===== config.mk =====
export PLATFORM = sky130hd
export DESIGN_NAME = acd_ctrl
export DESIGN_NICKNAME = d
export VERILOG_FILES = /design/src/hdl/acd_pkg.sv /design/src/hdl/acd_ctrl.sv
export SDC_FILE = /design/constraint.sdc
export NUM_CORES = 1
export LEC_CHECK = 0
export CORE_AREA = 2 2 39 41
export DETAILED_ROUTE_END_ITERATION = 12
export DIE_AREA = 0 0 41 43
export DONT_BUFFER_PORTS = 1
export GPL_TIMING_DRIVEN = 0
export REMOVE_ABC_BUFFERS = 1
export SLEW_MARGIN = 20
export SYNTH_ARGS = -nofsm -noshare
export SYNTH_HDL_FRONTEND = slang
export SYNTH_SLANG_ARGS = --single-unit

===== constraint.sdc =====
create_clock -name i_clk -period 2 [get_ports i_clk]
set_input_delay 0.4 -clock i_clk [delete_from_list [all_inputs] [get_ports i_clk]]
set_output_delay 0.4 -clock i_clk [all_outputs]
set_load 0.05 [all_outputs]

===== src/hdl/acd_pkg.sv =====
// Shared constants, status codes and control/status bundles for the
// abelian cube detector. No dependencies.
package acd_pkg;

    localparam int MAX_LEN = 4096;
    localparam int ADDR_W  = $clog2(MAX_LEN);
    localparam int LEN_W   = ADDR_W + 1;
    localparam int CNT_W   = ADDR_W;
    localparam int ARM_W   = 11;
    localparam int PFX_W   = 4 * CNT_W;
    localparam int ENT_W   = PFX_W + 1;

    // result status codes
    localparam logic [1:0] ST_NONE    = 2'd0;
    localparam logic [1:0] ST_FOUND   = 2'd1;
    localparam logic [1:0] ST_STOPPED = 2'd2;
    localparam logic [1:0] ST_OVER    = 2'd3;

    // read address selection
    localparam logic [1:0] RS_FIRST = 2'd0;
    localparam logic [1:0] RS_NEXT  = 2'd1;
    localparam logic [1:0] RS_MID   = 2'd2;
    localparam logic [1:0] RS_LAST  = 2'd3;

    typedef struct packed {
        logic       store;
        logic [1:0] rsel;
        logic       lat0;
        logic       lat1;
        logic       next;
        logic       found;
        logic       load_out;
        logic [1:0] code;
    } t_cmd;

    typedef struct packed {
        logic stopped;
        logic over;
        logic short_word;
        logic hit;
        logic more;
    } t_sts;

endpackage


===== src/hdl/acd_ctrl.sv =====
// Sequencer of the abelian cube detector: handshakes and the per-arm
// read/check loop. Depends on acd_pkg.
module acd_ctrl import acd_pkg::*; (
    input  logic i_clk,
    input  logic i_rst_n,
    input  logic i_bit_valid,
    output logic o_bit_ready,
    output logic o_res_valid,
    input  logic i_res_ready,
    input  t_sts i_sts,
    output t_cmd o_cmd
);

    localparam logic [2:0] S_IDLE = 3'd0;
    localparam logic [2:0] S_RD0  = 3'd1;
    localparam logic [2:0] S_RD1  = 3'd2;
    localparam logic [2:0] S_RD2  = 3'd3;
    localparam logic [2:0] S_CHK  = 3'd4;
    localparam logic [2:0] S_RES  = 3'd5;

    logic [2:0] r_state, n_state;
    logic [1:0] r_code, n_code;
    logic       r_out_valid, n_out_valid;

    always_comb begin
        n_state     = r_state;
        n_code      = r_code;
        n_out_valid = r_out_valid & ~i_res_ready;
        o_cmd       = '0;
        o_cmd.rsel  = RS_FIRST;
        o_cmd.code  = r_code;
        case (r_state)
            S_IDLE: begin
                if (i_bit_valid) begin
                    if (i_sts.stopped) begin
                        n_code  = ST_STOPPED;
                        n_state = S_RES;
                    end else if (i_sts.over) begin
                        n_code  = ST_OVER;
                        n_state = S_RES;
                    end else begin
                        o_cmd.store = 1'b1;
                        if (i_sts.short_word) begin
                            n_code  = ST_NONE;
                            n_state = S_RES;
                        end else begin
                            n_state = S_RD0;
                        end
                    end
                end
            end
            S_RD0: begin
                o_cmd.rsel = RS_FIRST;
                n_state    = S_RD1;
            end
            S_RD1: begin
                o_cmd.rsel = RS_MID;
                o_cmd.lat0 = 1'b1;
                n_state    = S_RD2;
            end
            S_RD2: begin
                o_cmd.rsel = RS_LAST;
                o_cmd.lat1 = 1'b1;
                n_state    = S_CHK;
            end
            S_CHK: begin
                if (i_sts.hit) begin
                    o_cmd.found = 1'b1;
                    n_code      = ST_FOUND;
                    n_state     = S_RES;
                end else if (i_sts.more) begin
                    // overlap the first reads of the next arm with this check
                    o_cmd.next = 1'b1;
                    o_cmd.rsel = RS_NEXT;
                    n_state    = S_RD1;
                end else begin
                    n_code  = ST_NONE;
                    n_state = S_RES;
                end
            end
            S_RES: begin
                if (!r_out_valid || i_res_ready) begin
                    o_cmd.load_out = 1'b1;
                    n_out_valid    = 1'b1;
                    n_state        = S_IDLE;
                end
            end
            default: begin
                n_state = S_IDLE;
            end
        endcase
    end

    always_ff @(posedge i_clk) begin
        if (!i_rst_n) begin
            r_state     <= S_IDLE;
            r_out_valid <= 1'b0;
        end else begin
            r_state     <= n_state;
            r_out_valid <= n_out_valid;
        end
        r_code <= n_code;
    end

    assign o_bit_ready = (r_state == S_IDLE);
    assign o_res_valid = r_out_valid;

endmodule


==> flow_summary.ini <==
[hold_path]
worstHoldPathType = input pin to flop

[grt]
grt_max_degree = 12
grt_pass1_wl_microns = 1300
grt_overflow_total = 0
grt_pass1_vias = 307
grt_antenna_before_repair = 0
grt_usage_pct = 10.8

[setup_path]
worstPathRequired_ns = 1.60
crit_type = flop to output pin
cp-start-kind = flop
crit_path_max_fanout = 2
arrival_ns = 1.73
end_kind = output pin

[logic_synthesis]
netlist_area_sq_um = 370
synth_edf_count = 2
synth.most_common_cell = nor2_1
netlist_instances = 42
synth_cell_types = 25
synth.area.top_cells = dfxtp_1, edfxtp_1, nand2b_1
yosys.area.top_type_share_pct = 21.6
synth_flop_cell = dfxtp_1
synthTopCellsByCount = nor2_1, dfxtp_1, nand2b_1, nor3_1
synth.avg_cell_area_sq_um = 8.82
synth_async_sr_flop_share_pct = 0
yosysTopAreaCell = dfxtp_1
ys_seq_area_share_pct = 37.8
ys.warnings.count = 0
synth-seq-cells = 6

[die]
io_pins = 21
start_util_pct = 26.8
num_rows = 14
die_area_sq_um = 1760
core_area_sq_um = 1380
die-height_microns = 43
dieWidth_microns = 41

[placement]
dp_hpwl_microns = 595
dp.cells = 57
placed_cell_area_sq_um = 395
portBuffers = 0
place.gp.congestion = 0.616

[status]
status = finished with violations
violations = setup timing

[sta]
slew_viol_final = 0
layout_setup_ws_ns = -0.126
clock.fmax_mhz = 470
relSlewSlack_pct = 60.9
finalSetupViolCount = 2
min_period_ns = 2.13
hold_viol_final = 0
setup_tns_ns = -0.147
rsz0062_at_grt = true
tightest_slew_ns = 0.584
min_period_over_period_pct = 106
skew_ns = 0.00266

[pwr]
p_per_area_nw_per_um2 = 1100
p_leak_nw = 0.214
vdd_drop_max_mv = 0.341

[detailed_routing]
met3_length_microns = 41
wl_microns = 825
wl_met1_microns = 339
wl_per_cell_microns = 12.3
via_count = 326
drt-initial-drc-count = 2
antenna_left = 0
met2_length_microns = 445
dr.pass1.iters = 4
remaining_drc_errors = 0
avgViaCountPerCell = 4.87
top_layer = met3

[final_layout]
fill_cells = 137
stdcell_area_sq_um = 518
fin_nets = 61
drive_gt1_share_pct = 49.0
antenna_cells = 0
instances_no_fill = 67
area.growth.synth_to_final_pct = 39.9

[clocking]
cts_root_buf = clkbuf_4
h-tree-depth = 1
ctsLongestPathBuffers = 2
clock-sinks = 6
path_clk_slew_ns = 0.05
clk_latency_ns = 0.24
cts_tree = yes
numCtsBuffers = 3

[flow_run]
cap_violations = 0
[flip-flops by register name, indices dropped and copies added (netlist names)]
register	flops
o_res_valid	1
r_code	2
r_state	3
[power by group]
| group | switching [mW] | leakage (nW) | internal [mW] |
|---|---|---|---|
| clock network | 0.0478 | 0.0150 | 0.0759 |
| logic | 0.154 | 0.145 | 0.0930 |
| registers | 0.0477 | 0.0533 | 0.154 |
[worst paths after layout]
check / from / to / cells after the start / slack [ns]
worst max-delay path: r_state[2] / o_cmd[9] / 3 / -0.13
worst min-delay path: i_rst_n / r_state[1] / 1 / 0.28
worst max register to register: r_state[2] / r_code[0] / 5 / 0.27
worst min register to register: r_state[1] / r_state[1] / 1 / 0.59
[layer usage]
layer	up-vias	global-route usage, %
met2	8	17.2
met3	0	3.14
met5	-	0
met4	0	4.00
li1	164	-
met1	154	12.9
[cell usage in the layout, fill, tap and decap left out, types with 3 or more instances in the layout]
cell	n
nand2b_1	3
nor2_1	5
nor3_4	3
clkbuf_4	3
buf_4	5
[cells by family (layout without fill, tap and decap cells)]
logic type / after synthesis / in the layout / share of synthesized area (%)
flops: 6 / 6 / 37.8
buf+inv: 2 / 11 / 2.36
mux: 1 / 1 / 3.04
compound gates: 9 / 9 / 17.9
simple gates: 24 / 24 / 38.9
[worst max-delay path, stage by stage, from the launching register on]
cell and delay [ns]:
dfxtp_4 0.35, nor3_4 0.52, nand2_2 0.16, nor3_4 0.45
[final cells by class]
type	instances	area, sq um	share of cell area, %
repair buffers	6	48.8	9.42
flip-flops and latches	6	149	28.7
clock buffers	4	26.3	5.07
inverters	1	3.75	0.725
multi-input cells	34	270	52.2
well taps	16	20.0	3.86
[stage by stage]
step	setup slack [ns]	utilization [%]	hold slack [ns]	total power [mW]
detailed placement	-0.443	28.6	0.539	0.387
finish	-0.126	37.4	0.277	0.572
global placement	-0.845	27.8	0.525	0.380
CTS	-0.199	36.9	0.275	0.571
floorplan	-0.689	-	0.522	0.364
global route	-0.170	37.4	0.283	0.606
[timing repair]
action / 4_1_cts / 5_1_grt
hold buffers: 0 / 0
buffers inserted: 5 / 1
gates resized for setup: 16 / 0
pin swaps: 5 / 4
endpoints found under the setup margin: 4 / 2
No activity file was read; power rests on OpenSTA's default activity.
